==> src/rtl/datetime_string_validator_defines.svh <==
// Assertion macros shared by the datetime string validator RTL.
`ifndef DATETIME_STRING_VALIDATOR_DEFINES_SVH
`define DATETIME_STRING_VALIDATOR_DEFINES_SVH

// Same-cycle implication, sampled on clk, off while reset is held.
`define DSV_ASSERT_SAME(label, ante, cons) \
  label: assert property (@(posedge clk) disable iff (!rst_n) (ante) |-> (cons)) \
    else $error("datetime_string_validator: same-cycle check failed");

// Next-cycle implication, sampled on clk, off while reset is held.
`define DSV_ASSERT_NEXT(label, ante, cons) \
  label: assert property (@(posedge clk) disable iff (!rst_n) (ante) |=> (cons)) \
    else $error("datetime_string_validator: next-cycle check failed");

`endif

==> src/rtl/dsv_pkg.sv <==
// Types, constants and helper functions for the datetime string validator.
package dsv_pkg;

  typedef enum logic [1:0] {
    KIND_TIME     = 2'd0,
    KIND_DATE     = 2'd1,
    KIND_DATETIME = 2'd2,
    KIND_NONE     = 2'd3
  } kind_t;

  localparam logic [7:0] CH_ZERO  = 8'h30;
  localparam logic [7:0] CH_NINE  = 8'h39;
  localparam logic [7:0] CH_COLON = 8'h3A;
  localparam logic [7:0] CH_DASH  = 8'h2D;
  localparam logic [7:0] SEP_RESET = 8'h20;

  // Character positions within the string.
  localparam logic [4:0] POS_MAX        = 5'd31;
  localparam logic [4:0] TIME_LAST_POS  = 5'd7;
  localparam logic [4:0] DATE_LAST_POS  = 5'd9;
  localparam logic [4:0] SEP_POS        = 5'd10;
  localparam logic [4:0] LONG_TIME_BASE = 5'd11;
  localparam logic [4:0] DT_LAST_POS    = 5'd18;

  // Positions inside an hh:mm:ss field.
  localparam logic [2:0] TQ_COLON_A = 3'd2;
  localparam logic [2:0] TQ_COLON_B = 3'd5;

  localparam logic [4:0] MONTH_LEN [12] = '{
    5'd31, 5'd28, 5'd31, 5'd30, 5'd31, 5'd30, 5'd31, 5'd31, 5'd30, 5'd31, 5'd30, 5'd31
  };

  typedef struct packed {
    logic [6:0] hh;
    logic [6:0] mm;
    logic [6:0] ss;
  } hms_t;

  typedef struct packed {
    logic ok;
    hms_t v;
  } time_upd_t;

  function automatic logic is_digit(logic [7:0] c);
    return (c >= CH_ZERO) && (c <= CH_NINE);
  endfunction

  // Shift one decimal digit into a two-digit field.
  function automatic logic [6:0] acc10(logic [6:0] v, logic [3:0] d);
    logic [10:0] t;
    t = {4'd0, v} * 11'd10 + {7'd0, d};
    return t[6:0];
  endfunction

  function automatic time_upd_t time_char(logic [2:0] q, logic [7:0] c, hms_t v);
    time_upd_t r;
    logic [7:0] dv;
    r.ok = 1'b1;
    r.v  = v;
    dv   = c - CH_ZERO;
    if (q == TQ_COLON_A || q == TQ_COLON_B) begin
      r.ok = (c == CH_COLON);
    end else if (!is_digit(c)) begin
      r.ok = 1'b0;
    end else begin
      case (q) inside
        3'd0, 3'd1: r.v.hh = acc10(v.hh, dv[3:0]);
        3'd3, 3'd4: r.v.mm = acc10(v.mm, dv[3:0]);
        default:    r.v.ss = acc10(v.ss, dv[3:0]);
      endcase
    end
    return r;
  endfunction

  function automatic logic time_ok(hms_t v);
    return (v.hh < 7'd24) && (v.mm < 7'd60) && (v.ss < 7'd60);
  endfunction

  // Year is kept as century (first two digits) and year-of-century.
  // Leap: year-of-century nonzero and divisible by 4, or year-of-century
  // zero and century divisible by 4 (100 is a multiple of 4).
  function automatic logic date_ok(logic [6:0] century, logic [6:0] yy,
                                   logic [6:0] mo, logic [6:0] dy);
    logic       leap;
    logic [3:0] midx;
    logic [4:0] mlen;
    leap = (yy == 7'd0) ? (century[1:0] == 2'd0) : (yy[1:0] == 2'd0);
    midx = mo[3:0] - 4'd1;
    mlen = MONTH_LEN[midx];
    if (mo < 7'd1 || mo > 7'd12 || dy < 7'd1 || dy > 7'd31) begin
      return 1'b0;
    end
    return (dy <= {2'd0, mlen}) || (mo == 7'd2 && leap && dy == 7'd29);
  endfunction

endpackage

==> src/rtl/datetime_string_validator.sv <==
// Top level of the datetime string validator: streaming character checker.
//
//   channel | direction | handshake            | payload
//   --------+-----------+----------------------+-----------------------------
//   in_     | input     | in_valid / in_stall  | in_ch[7:0], in_last_char
//   out_    | output    | out_valid / out_stall| out_valid_res, out_kind[1:0]
//   cfg_    | input     | cfg_wr_en            | cfg_wr_data[7:0] (separator)
//
// One character transfers per cycle, back to back, unless the input stalls,
// and is held in the input register; from there it advances the string
// state, and a final character loads its verdict into the output register.
// Reset (rst_n low, synchronous) empties both registers, clears the string
// state and sets the separator to a space.
// Only a final character held behind a stalled verdict stalls the input.
module datetime_string_validator
  import dsv_pkg::*;
(
  input  logic       clk,
  input  logic       rst_n,
  input  logic       in_valid,
  output logic       in_stall,
  input  logic [7:0] in_ch,
  input  logic       in_last_char,
  output logic       out_valid,
  input  logic       out_stall,
  output logic       out_valid_res,
  output logic [1:0] out_kind,
  input  logic       cfg_wr_en,
  input  logic [7:0] cfg_wr_data
);

  // Input register.
  logic       a_vld_r;
  logic [7:0] a_ch_r;
  logic       a_last_r;

  // String state.
  logic [4:0] pos_r,     pos_nxt;
  logic       t_ok_r,    t_ok_nxt;
  logic       d_ok_r,    d_ok_nxt;
  logic [6:0] cent_r,    cent_nxt;
  logic [6:0] yy_r,      yy_nxt;
  logic [6:0] mo_r,      mo_nxt;
  logic [6:0] dy_r,      dy_nxt;
  hms_t       st_r,      st_nxt;
  hms_t       lt_r,      lt_nxt;

  logic [7:0] sep_r;

  // Output register.
  logic       out_vld_r;
  logic       res_r,     res_nxt;
  kind_t      kind_r,    kind_nxt;

  logic       a_move;
  logic       a_fire;
  logic       in_fire;
  logic       out_free;

  time_upd_t  st_upd;
  time_upd_t  lt_upd;
  logic [4:0] lq;
  logic [7:0] dv;
  logic       date_ch_ok;

  // The output register frees when empty or being taken this cycle.
  assign out_free = !out_vld_r || !out_stall;
  // A final character may only advance when the output register frees.
  assign a_move   = !a_last_r || out_free;
  assign a_fire   = a_vld_r && a_move;
  assign in_stall = a_vld_r && !a_move;
  assign in_fire  = in_valid && !in_stall;

  assign out_valid     = out_vld_r;
  assign out_valid_res = res_r;
  assign out_kind      = kind_r;

  always_comb begin
    lq     = pos_r - LONG_TIME_BASE;
    dv     = a_ch_r - CH_ZERO;
    st_upd = time_char(pos_r[2:0], a_ch_r, st_r);
    lt_upd = time_char(lq[2:0], a_ch_r, lt_r);

    pos_nxt  = (pos_r < POS_MAX) ? pos_r + 5'd1 : pos_r;
    t_ok_nxt = t_ok_r;
    d_ok_nxt = d_ok_r;
    cent_nxt = cent_r;
    yy_nxt   = yy_r;
    mo_nxt   = mo_r;
    dy_nxt   = dy_r;
    st_nxt   = st_r;
    lt_nxt   = lt_r;

    // Short time layout covers positions 0..7.
    if (pos_r <= TIME_LAST_POS) begin
      st_nxt = st_upd.v;
      if (!st_upd.ok) begin
        t_ok_nxt = 1'b0;
      end
    end

    // Date layout, separator, then long time.
    date_ch_ok = 1'b1;
    if (pos_r <= DATE_LAST_POS) begin
      if (pos_r == 5'd4 || pos_r == 5'd7) begin
        date_ch_ok = (a_ch_r == CH_DASH);
      end else if (!is_digit(a_ch_r)) begin
        date_ch_ok = 1'b0;
      end else begin
        case (pos_r) inside
          5'd0, 5'd1: cent_nxt = acc10(cent_r, dv[3:0]);
          5'd2, 5'd3: yy_nxt   = acc10(yy_r, dv[3:0]);
          5'd5, 5'd6: mo_nxt   = acc10(mo_r, dv[3:0]);
          default:    dy_nxt   = acc10(dy_r, dv[3:0]);
        endcase
      end
    end else if (pos_r == SEP_POS) begin
      date_ch_ok = (a_ch_r == sep_r);
    end else if (pos_r <= DT_LAST_POS) begin
      lt_nxt     = lt_upd.v;
      date_ch_ok = lt_upd.ok;
    end
    if (!date_ch_ok) begin
      d_ok_nxt = 1'b0;
    end

    // Verdict for a final character, from the state after this character.
    case (pos_r)
      TIME_LAST_POS: begin
        kind_nxt = KIND_TIME;
        res_nxt  = t_ok_nxt && time_ok(st_nxt);
      end
      DATE_LAST_POS: begin
        kind_nxt = KIND_DATE;
        res_nxt  = d_ok_nxt && date_ok(cent_nxt, yy_nxt, mo_nxt, dy_nxt);
      end
      DT_LAST_POS: begin
        kind_nxt = KIND_DATETIME;
        res_nxt  = d_ok_nxt && date_ok(cent_nxt, yy_nxt, mo_nxt, dy_nxt)
                   && time_ok(lt_nxt);
      end
      default: begin
        kind_nxt = KIND_NONE;
        res_nxt  = 1'b0;
      end
    endcase
  end

  always_ff @(posedge clk) begin
    if (!rst_n) begin
      a_vld_r   <= 1'b0;
      out_vld_r <= 1'b0;
      sep_r     <= SEP_RESET;
      pos_r     <= '0;
      t_ok_r    <= 1'b1;
      d_ok_r    <= 1'b1;
      cent_r    <= '0;
      yy_r      <= '0;
      mo_r      <= '0;
      dy_r      <= '0;
      st_r      <= '0;
      lt_r      <= '0;
    end else begin
      if (cfg_wr_en) begin
        sep_r <= cfg_wr_data;
      end

      // Input register: load on transfer, drop when the held item advances.
      if (in_fire) begin
        a_vld_r <= 1'b1;
      end else if (a_fire) begin
        a_vld_r <= 1'b0;
      end

      // Output register: drop on transfer, load on a final character.
      if (a_fire && a_last_r) begin
        out_vld_r <= 1'b1;
      end else if (out_vld_r && !out_stall) begin
        out_vld_r <= 1'b0;
      end

      if (a_fire) begin
        if (a_last_r) begin
          // Clear the string state for the next string.
          pos_r  <= '0;
          t_ok_r <= 1'b1;
          d_ok_r <= 1'b1;
          cent_r <= '0;
          yy_r   <= '0;
          mo_r   <= '0;
          dy_r   <= '0;
          st_r   <= '0;
          lt_r   <= '0;
        end else begin
          pos_r  <= pos_nxt;
          t_ok_r <= t_ok_nxt;
          d_ok_r <= d_ok_nxt;
          cent_r <= cent_nxt;
          yy_r   <= yy_nxt;
          mo_r   <= mo_nxt;
          dy_r   <= dy_nxt;
          st_r   <= st_nxt;
          lt_r   <= lt_nxt;
        end
      end
    end
  end

  // Payload registers need no reset.
  always_ff @(posedge clk) begin
    if (in_fire) begin
      a_ch_r   <= in_ch;
      a_last_r <= in_last_char;
    end
    if (a_fire && a_last_r) begin
      res_r  <= res_nxt;
      kind_r <= kind_nxt;
    end
  end

`include "datetime_string_validator_defines.svh"

  `DSV_ASSERT_SAME(a_none_invalid, out_vld_r && kind_r == KIND_NONE, !res_r)
  `DSV_ASSERT_NEXT(a_clear_after_last, a_fire && a_last_r, pos_r == 5'd0 && t_ok_r && d_ok_r)
  `DSV_ASSERT_NEXT(a_pos_saturates, a_fire && !a_last_r && pos_r == POS_MAX, pos_r == POS_MAX)
  `DSV_ASSERT_SAME(a_stall_only_last, in_stall, a_vld_r && a_last_r && out_vld_r)

endmodule

==> config.mk <==
export PLATFORM = sky130hd
export DESIGN_NAME = datetime_string_validator
export DESIGN_NICKNAME = d
export VERILOG_FILES = /design/src/rtl/dsv_pkg.sv /design/src/rtl/datetime_string_validator.sv
export VERILOG_INCLUDE_DIRS = /design/src /design/src/rtl
export SDC_FILE = /design/constraint.sdc
export NUM_CORES = 1
export LEC_CHECK = 0
export BUFFER_PORTS_ARGS = -buffer_cell sky130_fd_sc_hd__buf_4
export CAP_MARGIN = 20
export CORE_MARGIN = 4
export CORE_UTILIZATION = 57
export DETAILED_ROUTE_END_ITERATION = 10
export GPL_ROUTABILITY_DRIVEN = 0
export PLACE_DENSITY = 0.77
export SYNTH_ARGS = -nofsm -noshare
export SYNTH_HDL_FRONTEND = slang
export SYNTH_SLANG_ARGS = --single-unit
==> constraint.sdc <==
create_clock -name clk -period 3.6 [get_ports clk]
set_input_delay 0.36 -clock clk [delete_from_list [all_inputs] [get_ports clk]]
set_output_delay 0.36 -clock clk [all_outputs]
set_load 0.03 [all_outputs]
==> metrics.md, run 1 <==
| Metric | Value |
|---|---|
| Status | completed |
| PwrDens | 308 nW/um^2 |
| Filler cells | just under 1,000 |
| Half-perimeter wire length after detailed placement | approximately 12,000 microns |
| Portion of total power attributed to the clock network | a little under half |
| Internal power component | approximately 1.8 mW |
| Synth-to-layout area growth | 9.75% |
| Main combinational cell family by area after synthesis | simple AND/OR/NAND/NOR gates |
| Prevailing post-synth register cell | sky130_fd_sc_hd__dfxtp_1 |
| Detailed Route WL | ~17,000 microns |
| Number of antenna repair diodes | 0 |
| Biggest area contributors in the synthesized netlist | sky130_fd_sc_hd__dfxtp_1 (23%), sky130_fd_sc_hd__ha_1 (13%), sky130_fd_sc_hd__nor2b_1 (6.9%) |
| Number of clock buffers inserted by TritonCTS | 9 |
| Hold worst-path end | a_ch_r[3] |
| Number of enable-type register cells in the synthesized netlist | 12 |
| Area of the die | approximately 14,000 sq um |
| Input/output buffers | 26 |
| Width of the die | 119 microns |
| Pre-CTS worst setup slack | 0.399 ns |
| Synth Area in Compound Gates | between 10% and 20% |
| Number of global-route vias before repair | just under 6,000 |
| Static leakage | around 3 nW |
| Gr usage total | approximately a quarter |
| Antenna violations before repair | 0 |
| Fin Clk Skew | slightly above 0.009 ns |
| Share of the synthesized netlist area taken by xor and xnor gates | a little under a tenth |
| Aggregate global routing overflow | 0 |
| Cell depth of the worst hold path | 1 |
| Accumulated negative setup slack | 0 ns |
| Maximum clock rate | slightly above 0.3 GHz |
| Post-Synth Adder-Cell Area | 18.0% |
| Number of top-level pins | 27 |
| Synthesized instance count | between 700 and 800 |
| CTS hold repair buffers | 0 |
| First-pass iteration count of the detailed router | 5 |
| # resized after CTS | 0 |
| Net Switching | around 540 uW |
| Pin count of the biggest net entering global routing | a little over 80 |
| Critical path's largest stage delay | between 0.6 and 0.7 ns |
| Arr. time, crit path | around 3.4 ns |
| Min cycle time layout | 3.26 ns |
| Ys Warns | 0 |
| Worst Hold Class | in2reg |
| Maximum fanout encountered on the critical timing path | 13 |
| Number of nets with antenna violations after routing | 0 |
| Final worst-path setup slack | roughly 0.34 ns |
| Slowest stage cell on the critical path | sky130_fd_sc_hd__or4b_1 |
| Min-delay src | in_ch[3] |
| Synth Net Count | around 900 |
| Kind of critical path | reg2reg |
| Clock root buffer | sky130_fd_sc_hd__clkbuf_16 |
| Headroom to the max-slew limit | 37.4% |
| TritonCTS Sinks | between 90 and 100 |
| Core Region | approximately 12,000 sq um |
| Yosys reg bits | 94 |
| Source of the critical timing path | pos_r[1] |
| Clock latency on the worst-skew pair | between 0.3 and 0.4 ns |
| Maximum root-to-sink buffer count | 2 |
| Reg-to-reg endpoint | out_valid_res |
| Share of Yosys cell area claimed by the top area cell type | about a quarter |
| Number of vias per cell | 6.24 |
| Worst reg2reg startpoint | pos_r[1] |
| Standard-cell rows | 40 |
| Vias post-DR | between 5,000 and 6,000 |
| Fraction of layout cells with a size suffix above 1 | about a tenth |
| Initial standard-cell utilization of the core | 58.5% |
| Post-synthesis mux area share | 3.05% |
| Area occupied by registers | roughly 2000 sq um |
| Minimum setup slack among reg-to-reg paths | roughly 0.34 ns |
| Switching share of power | 22.8% |
| Area occupied by multi-input gates | roughly 4700 sq um |
| Number of post-CTS setup repair buffers | 0 |
| Count of final setup violators | 0 |
| Clk slew on worst S/H paths | roughly 0.070 ns |
| Ordered list of cells on the worst path | inv_1 -> ha_1 -> o31ai_1 -> a2bb2oi_2 -> or4b_1 -> o21a_1 -> a221oi_1 -> o41ai_2 |
| Post-synth top area cell | sky130_fd_sc_hd__dfxtp_1 |
| Detail-routed net length per standard cell | about 18 microns |
| Global-route wire length before repair | around 28,000 microns |
| Iteration-0 DRC count of the detailed router | approximately 300 |
| Chip Height | ~120 microns |
| Max-cap check violation count | 0 |
| Share of synthesized cell area in and, or, nand and nor gates | between 15 and 20% |
| Detailed-route DRC error count | 0 |
| Level count of the clock H-tree | 3 |
| Async set-reset flop share out of synthesis | 0% |
| Required time at the endpoint of the critical path | roughly 3.7 ns |
| Endpoint class of the critical path | flip-flop |
| CTS tree | built |
| Sequential-to-total area share from yosys stat | 28.5% |
| Nets@finish | 900 |
| Largest voltage drop on the vdd net | ~0.28 mV |
| Cell area after technology mapping | ~7000 sq um |
| Transition time at the pin with the least slew margin | 0.930 ns |
| FF-to-FF path depth | 8 |
| Number of slew-limit violations in the final report | 0 |
| Final clock period utilization by the worst path | between 90% and 100% |
| Part of the power in registers | between 40% and 50% |
| Hold Violations, Final | 0 |
| Setup repair after global routing missed its margin | false |
| Combinational group share of total power | 7.5% |
| Library cells used by synthesis | a little over 70 |
| Avg Cell Area, Syn | approximately 9.2 sq um |
| Sort of element at the start of the critical path | flip-flop |
==> cell families after synthesis <==
| group | after synthesis |
|---|---|
| AOI/OAI and AO/OA | 183 |
| DFF | 94 |
| xor gates and xnor gates | 74 |
| muxes | 21 |
| buffers and inverters | 70 |
| and+or+nand+nor | 235 |
| adders and majority gates | 90 |
==> stage by stage <==
step | instance area [sq um] | util [%] | power, mW | instances | hold WS [ns]
2_1_floorplan | 7020 | - | 1.23 | 767 | 0.438
5_1_grt | 7710 | 64.2 | 2.44 | 940 | 0.170
6_report | 7710 | 64.2 | 2.37 | 940 | 0.180
3_3_place_gp | 7370 | 61.3 | 1.29 | 924 | 0.459
3_5_place_dp | 7370 | 61.3 | 1.29 | 924 | 0.464
4_1_cts | 7710 | 64.2 | 2.38 | 940 | 0.173
==> power by group through the flow <==
stage	Combinational (mW)	Clock (mW)	Sequential, mW
floorplan	0.110	0	1.12
global placement	0.169	0	1.12
detailed placement	0.175	0	1.12
CTS	0.177	1.11	1.09
global route	0.194	1.15	1.09
finish	0.179	1.10	1.09
==> layout make-up <==
cell class / count / area share [%]
clock inverters: 5 / 1.38
well taps: 147 / 2.39
inverters: 41 / 2.00
multi-input cells: 603 / 61.4
flip-flops and latches: 94 / 26.0
repair buffers: 39 / 3.80
clock buffers: 11 / 3.02
==> layer usage <==
| metal | global-route usage, % | share of wire (%) | vias to the layer above |
|---|---|---|---|
| met3 | 3.66 | 5.3 | 35 |
| met2 | 40.4 | 48 | 180 |
| met4 | 10.4 | 2.6 | 0 |
| met5 | 0 | 0 | - |
| li1 | - | - | 2792 |
| met1 | 30.2 | 44 | 2855 |
==> sequential cells by signal, summed over array words and instances (netlist names), 2 cells and up <==
name,cells
a_ch_r,8
mo_r,7
st_r,21
cent_r,2
out_kind,2
dy_r,7
yy_r,7
pos_r,5
sep_r,8
lt_r,21
==> layout by cell type, fill, tap and decap left out, drive strengths merged, types with 3 or more instances in the layout <==
cell type and n:
bufinv 3, nor2b 78, a21oi 36, a22oi 54, xor2 29, o21ai 39, clkbuf 11, nand3 12
a21o 9, fa 18, nand2b 4, o22ai 3, nor3 15, inv 42, and2 10, or2 4
buf 39, dfxtp 82, xnor2 45, edfxtp 12, o31ai 4, or4 5, a2bb2oi 5, nor3b 9
nor4 8, nand3b 3, nand2 36, a41oi 3, mux2 3, nand4 7, a211oi 7, nor2 33
a32oi 3, or3 3, ha 72, mux2i 18
==> critical path: cells and delay by family, from the launching register on <==
kind	cells	cell delay, ns
AO/OA/AOI/OAI	5	1.24
flip-flops	1	0.62
AND/OR/NAND/NOR	1	0.64
adder cells (fa/ha/maj)	1	0.30
buffers and inverters	1	0.20
==> cell usage after synthesis, drive strengths merged, types with 3 or more instances <==
cell / count
clkbuf: 20
a211oi: 7
nor2: 33
nor4: 8
dfxtp: 82
ha: 72
nand3: 12
a32oi: 3
mux2: 3
fa: 18
buf: 9
edfxtp: 12
nor3: 15
xor2: 29
or4: 5
nand4: 7
mux2i: 18
or3: 3
a21o: 9
a21oi: 36
a2bb2oi: 5
o22ai: 3
or2: 4
nand3b: 3
a22oi: 54
o31ai: 4
and2: 10
o21ai: 39
nand2: 36
nor3b: 9
nand2b: 4
xnor2: 45
nor2b: 78
inv: 41
a41oi: 3
==> worst max path at each step <==
stage / to / cells past startpoint
finish: out_valid_res / 8
global route: out_valid_res / 11
CTS: out_valid_res / 8
detailed placement: out_valid_res / 8
global placement: out_valid_res / 11
floorplan: out_valid_res / 11
Note: power is estimated with default switching activity, not from simulation.
==> inputs of run 2 (changes only) <==
- CORE_UTILIZATION: 57 -> 68
- PLACE_DENSITY: 0.77 -> 0.86
- clock period: 3.6 -> 4.1 ns (I/O delays scaled with it)
==> metrics.md, run 2 (synthesis results as in run 1) <==
| Metric | Value |
|---|---|
| Arr. time, crit path | approximately 3.7 ns |
| Hold Violations, Final | 0 |
| Number of vias per cell | between 6 and 7 |
| Endpoint class of the critical path | flip-flop |
| Pin count of the biggest net entering global routing | 83 |
| Clock latency on the worst-skew pair | approximately 0.37 ns |
| Clk slew on worst S/H paths | ~0.10 ns |
| Width of the die | approximately 110 microns |
| Iteration-0 DRC count of the detailed router | 463 |
| Fraction of met2 tracks used by global routing | between 40% and 50% |
| Number of top-level pins | 27 |
| Global-route wire length before repair | between 20,000 and 30,000 microns |
| Kind of critical path | reg2reg |
| Transition time at the pin with the least slew margin | 0.923 ns |
| Placed instance count | 901 |
| Count of final setup violators | 0 |
| CTS tree | built |
| TritonCTS Sinks | between 90 and 100 |
| Sort of element at the start of the critical path | flip-flop |
| Number of slew-limit violations in the final report | 0 |
| Net Switching | ~450 uW |
| Combinational group share of total power | between 8 and 9% |
| Core Region | 9910 sq um |
| Detailed Route WL | 15,900 microns |
| Level count of the clock H-tree | 3 |
| Headroom to the max-slew limit | a little under two fifths |
| Required time at the endpoint of the critical path | about 4.3 ns |
| Worst Hold Class | in2reg |
| Min cycle time layout | between 3 and 4 ns |
| First-pass iteration count of the detailed router | 6 |
| Portion of total power attributed to the clock network | between 30 and 40% |
| Maximum fanout encountered on the critical timing path | 10 |
| Synth-to-layout area growth | 6.50% |
| Maximum root-to-sink buffer count | 2 |
| # resized after CTS | 0 |
| Number of antenna repair diodes | 0 |
| Standard-cell rows | 36 |
| Aggregate global routing overflow | 0 |
| PwrDens | ~230 nW/um^2 |
| Static leakage | approximately 2.9 nW |
| Setup repair after global routing missed its margin | false |
| Final clock period utilization by the worst path | a little over four fifths |
| Part of the power in registers | a little under three fifths |
| Detail-routed net length per standard cell | about 17 microns |
| Accumulated negative setup slack | 0 ns |
| Filler cells | slightly below 700 |
| Number of nets with antenna violations after routing | 0 |
| CTS hold repair buffers | 0 |
| Number of clock buffers inserted by TritonCTS | 9 |
| GR met1 Demand/Resource | between 30% and 40% |
| Top library cells by usage in the layout, fill and taps aside | sky130_fd_sc_hd__dfxtp_1 (82), sky130_fd_sc_hd__nor2b_1 (78), sky130_fd_sc_hd__ha_1 (72), sky130_fd_sc_hd__a22oi_1 (54), sky130_fd_sc_hd__xnor2_1 (45) |
| Switching share of power | 25.9% |
| Area occupied by registers | around 2000 sq um |
| Area occupied by multi-input gates | roughly 4700 sq um |
| Most common cell after layout, fill and taps aside | sky130_fd_sc_hd__dfxtp_1 |
| Fin Clk Skew | just under 0.008 ns |
| Maximum clock rate | 0.288 GHz |
| Vias post-DR | 5,780 |
| Largest voltage drop on the vdd net | roughly 0.24 mV |
| Input/output buffers | 26 |
| Status | completed |
| Number of post-CTS setup repair buffers | 0 |
| Met3 track demand over resource | under 10% |
| Area of the die | 12,000 sq um |
| Number of global-route vias before repair | between 5,000 and 6,000 |
| Nets@finish | 891 |
| Max-cap check violation count | 0 |
| GR peak layer | met2 |
| Antenna violations before repair | 0 |
| Fin cells | 917 |
| Internal power component | roughly 1.3 mW |
| Clock root buffer | sky130_fd_sc_hd__clkbuf_8 |
| Fraction of layout cells with a size suffix above 1 | under 10% |
| Chip Height | 110 microns |
| Initial standard-cell utilization of the core | 70.9% |
| Half-perimeter wire length after detailed placement | approximately 12,000 microns |
| Detailed-route DRC error count | 0 |
| Gr usage total | between 20 and 30% |
| Top flop regs | lt_r: 21 flops, st_r: 21 flops |
run 2: changes by cell type in the layout (fill, tap and decap cells not counted), sizes merged:
cell and change:
clkbuf -2, inv +1, clkinv +2, buf -9, clkinvlp +1, bufinv -2
run 2: area by class of cell:
type | count | area share, %
repair buffers | 30 | 3.01
well taps | 133 | 2.23
multi-input cells | 603 | 63.3
inverters | 41 | 2.06
clock inverters | 7 | 0.970
clock buffers | 9 | 1.66
flip-flops and latches | 94 | 26.8
run 2: power by group through the flow:
stage	sequential (mW)	clock (mW)	combinational, mW
2_1_floorplan	0.981	0	0.0964
3_3_place_gp	0.985	0	0.137
3_5_place_dp	0.985	0	0.144
4_1_cts	0.964	0.637	0.144
5_1_grt	0.966	0.681	0.160
6_report	0.964	0.631	0.145
run 2: critical path: stages, from the launching register on:
cell                       delay [ns]
sky130_fd_sc_hd__edfxtp_1        0.63
sky130_fd_sc_hd__ha_1            0.24
sky130_fd_sc_hd__inv_1           0.05
sky130_fd_sc_hd__fa_1            0.39
sky130_fd_sc_hd__xor2_1          0.37
sky130_fd_sc_hd__nand2_1         0.11
sky130_fd_sc_hd__or3_1           0.31
sky130_fd_sc_hd__mux2i_1         0.22
sky130_fd_sc_hd__ha_1            0.29
sky130_fd_sc_hd__a21oi_1         0.16
sky130_fd_sc_hd__a21oi_1         0.06
sky130_fd_sc_hd__nand2_1         0.06
sky130_fd_sc_hd__o22ai_1         0.10
sky130_fd_sc_hd__o41ai_2         0.27
run 2: path summary, 6_finish.rpt:
kind,start,end,slack (ns),cells after the start
hold reg to reg,t_ok_r,t_ok_r,0.49,2
hold / removal,in_ch[0],a_ch_r[0],0.21,1
setup reg to reg,a_ch_r[1],out_valid_res,0.62,13
setup / recovery,a_ch_r[1],out_valid_res,0.62,13
run 2: routing by layer:
layer | vias to the layer above | wire (microns)
met2 | 231 | 7550
met1 | 2721 | 6850
met5 | - | 0
met4 | 0 | 521
met3 | 55 | 965
li1 | 2773 | -
run 2: through the flow:
step	util (%)	setup slack (ns)	instance area, sq um	hold WS, ns	power, mW
2_1_floorplan	-	0.743	7020	0.438	1.08
3_3_place_gp	73.5	0.906	7280	0.452	1.12
3_5_place_dp	73.5	0.721	7280	0.463	1.13
4_1_cts	75.5	0.689	7480	0.200	1.75
5_1_grt	75.5	0.397	7480	0.197	1.81
6_report	75.5	0.622	7480	0.211	1.74
==> inputs of run 3 (changes only) <==
- CORE_UTILIZATION: 68 -> 57
- PLACE_DENSITY: 0.86 -> 0.77
- clock period: 4.1 -> 3 ns (I/O delays scaled with it)
==> metrics.md, run 3 (synthesis results as in run 1) <==
| Metric | Value |
|---|---|
| Maximum clock rate | approximately 0.34 GHz |
| Most common cell after layout, fill and taps aside | sky130_fd_sc_hd__nor2b_1 |
| Critical path's largest stage delay | about 0.44 ns |
| Cell mode on critical path | sky130_fd_sc_hd__ha_4 |
| Ordered list of cells on the worst path | ha_4 -> ha_4 -> inv_2 -> fa_2 -> nand2b_4 -> a21oi_4 -> xnor2_2 -> a211oi_2 -> mux2i_2 -> a2111oi_4 -> o22ai_2 -> o41ai_2 |
| Number of global-route vias before repair | roughly 6,000 |
| Critical Path Sink | out_valid_res |
| Maximum root-to-sink buffer count | 2 |
| Detailed Route WL | roughly 17,000 microns |
| Status | completed |
| Min cycle time layout | between 2 and 3 ns |
| Antenna violations before repair | 0 |
| Initial standard-cell utilization of the core | 58.5% |
| Aggregate global routing overflow | 0 |
| First-pass iteration count of the detailed router | 6 |
| Detail-routed net length per standard cell | between 15 and 20 microns |
| Headroom to the max-slew limit | a little under half |
| Clock root buffer | sky130_fd_sc_hd__clkbuf_16 |
| Filler cells | 930 |
| DP Area | between 7000 and 8000 sq um |
| Vias post-DR | roughly 6,000 |
| Kind of critical path | reg2reg |
| Transition time at the pin with the least slew margin | 0.813 ns |
| Static leakage | about 3.2 nW |
| CTS hold repair buffers | 0 |
| Final clock period utilization by the worst path | between 90 and 100% |
| Maximum fanout encountered on the critical timing path | 2 |
| Hold Violations, Final | 0 |
| Input/output buffers | 26 |
| Worst reg2reg startpoint | lt_r[17] |
| Pre-CTS worst setup slack | -0.215 ns |
| Setup repair after global routing missed its margin | true |
| Gr usage total | between 20% and 30% |
| Worst Hold Class | in2reg |
| Top library cells by usage in the layout, fill and taps aside | sky130_fd_sc_hd__nor2b_1 (78), sky130_fd_sc_hd__buf_4 (76), sky130_fd_sc_hd__dfxtp_1 (74), sky130_fd_sc_hd__ha_1 (64), sky130_fd_sc_hd__a22oi_1 (54) |
| Endpoint class of the critical path | flip-flop |
| Final worst-path setup slack | ~0.069 ns |
| Clock latency on the worst-skew pair | roughly 0.35 ns |
| Fin Clk Skew | approximately 0.009 ns |
| Pin count of the biggest net entering global routing | 83 |
| Level count of the clock H-tree | 3 |
| Nets@finish | approximately 940 |
| Fin area | slightly above 8000 sq um |
| Slowest stage cell on the critical path | sky130_fd_sc_hd__fa_2 |
| Area of the die | around 14,000 sq um |
| Reg-to-reg endpoint | out_valid_res |
| Number of slew-limit violations in the final report | 0 |
| Detailed-route DRC error count | 0 |
| Count of final setup violators | 0 |
| Half-perimeter wire length after detailed placement | about 12,000 microns |
| Arr. time, crit path | 3.10 ns |
| TritonCTS Sinks | 94 |
| Chip Height | 119 microns |
| Minimum setup slack among reg-to-reg paths | 0.07 ns |
| Synth-to-layout area growth | 16.5% |
| Largest voltage drop on the vdd net | ~0.31 mV |
| Max-cap check violation count | 0 |
| Required time at the endpoint of the critical path | 3.17 ns |
| Iteration-0 DRC count of the detailed router | approximately 470 |
| FF-to-FF path depth | 12 |
| Number of top-level pins | 27 |
| Core Region | roughly 12,000 sq um |
| Top flop regs | lt_r: 21 flops, st_r: 21 flops |
| Number of antenna repair diodes | 0 |
| Placed instance count | roughly 960 |
| Fin cells | ~980 |
| Number of nets with antenna violations after routing | 0 |
| Clk slew on worst S/H paths | roughly 0.070 ns |
| Standard-cell rows | 40 |
| PwrDens | ~320 nW/um^2 |
| Source of the critical timing path | lt_r[17] |
| Width of the die | roughly 120 microns |
| CTS tree | built |
| Number of clock buffers inserted by TritonCTS | 9 |
| Sort of element at the start of the critical path | flip-flop |
| Fraction of layout cells with a size suffix above 1 | roughly 19% |
| Number of vias per cell | between 6 and 7 |
| Global-route wire length before repair | about 28,000 microns |
run 3: cell count changes in the layout (fill, tap and decap cells not counted), sizes merged:
cell	previous run	this run
inv	43	41
clkbuf	9	12
bufinv	1	0
buf	30	78
run 3: through the flow:
step	setup TNS [ns]	utilization [%]	power [mW]	hold slack, ns
CTS	0	66.0	2.60	0.108
global route	-0.0234	68.1	2.68	0.110
global placement	-0.164	63.5	1.55	0.460
detailed placement	-0.215	63.5	1.56	0.459
floorplan	-0.0673	-	1.47	0.399
finish	0	68.1	2.59	0.121
run 3: cell type report:
class	count	area (sq um)	area share, %
Multi-Input combinational cell	603	4970	60.7
Sequential cell	94	2010	24.6
Timing Repair Buffer	78	606	7.40
Clock buffer	12	236	2.89
Tap cell	147	184	2.25
Inverter	41	154	1.88
Clock inverter	4	25.0	0.306
run 3: critical path: cells and delay by family (launching register included):
family | cells | cell delay, ns
muxes | 1 | 0.13
buffers and inverters | 1 | 0.05
and+or+nand+nor | 1 | 0.16
adders and majority gates | 3 | 0.83
AOI/OAI and AO/OA | 5 | 1.14
xor gates and xnor gates | 1 | 0.11
DFF | 1 | 0.33
run 3: per-layer routing:
metal	part of all wire, %	up-vias	GRT usage (%)	wire length [microns]
met3	4.2	46	3.99	710
met5	0	-	0	0
met1	45	2806	31.4	7600
met2	48	165	39.1	8120
met4	2.9	0	9.63	482
li1	-	2871	-	-
run 3: where the power goes:
part	internal (mW)	switching (mW)	leakage, nW	total [mW]
Clock	0.560	0.488	0.123	1.05
Sequential	1.29	0.0160	0.777	1.31
Combinational	0.101	0.135	2.27	0.236
run 3: timing repair:
action                     CTS  global route
buffers inserted             0             7
pin swaps                    3            19
setup endpoints to repair    1            15
gates resized for setup      6            46
run 3: worst min path at each step:
stage,slack (ns),cells past startpoint,endpoint,start
3_5_place_dp,0.46,2,d_ok_r,d_ok_r
2_1_floorplan,0.40,0,a_ch_r[0],in_ch[0]
4_1_cts,0.11,1,a_ch_r[2],in_ch[2]
6_report,0.12,1,a_ch_r[0],in_ch[0]
5_1_grt,0.11,1,a_ch_r[7],in_ch[7]
3_3_place_gp,0.46,2,t_ok_r,t_ok_r
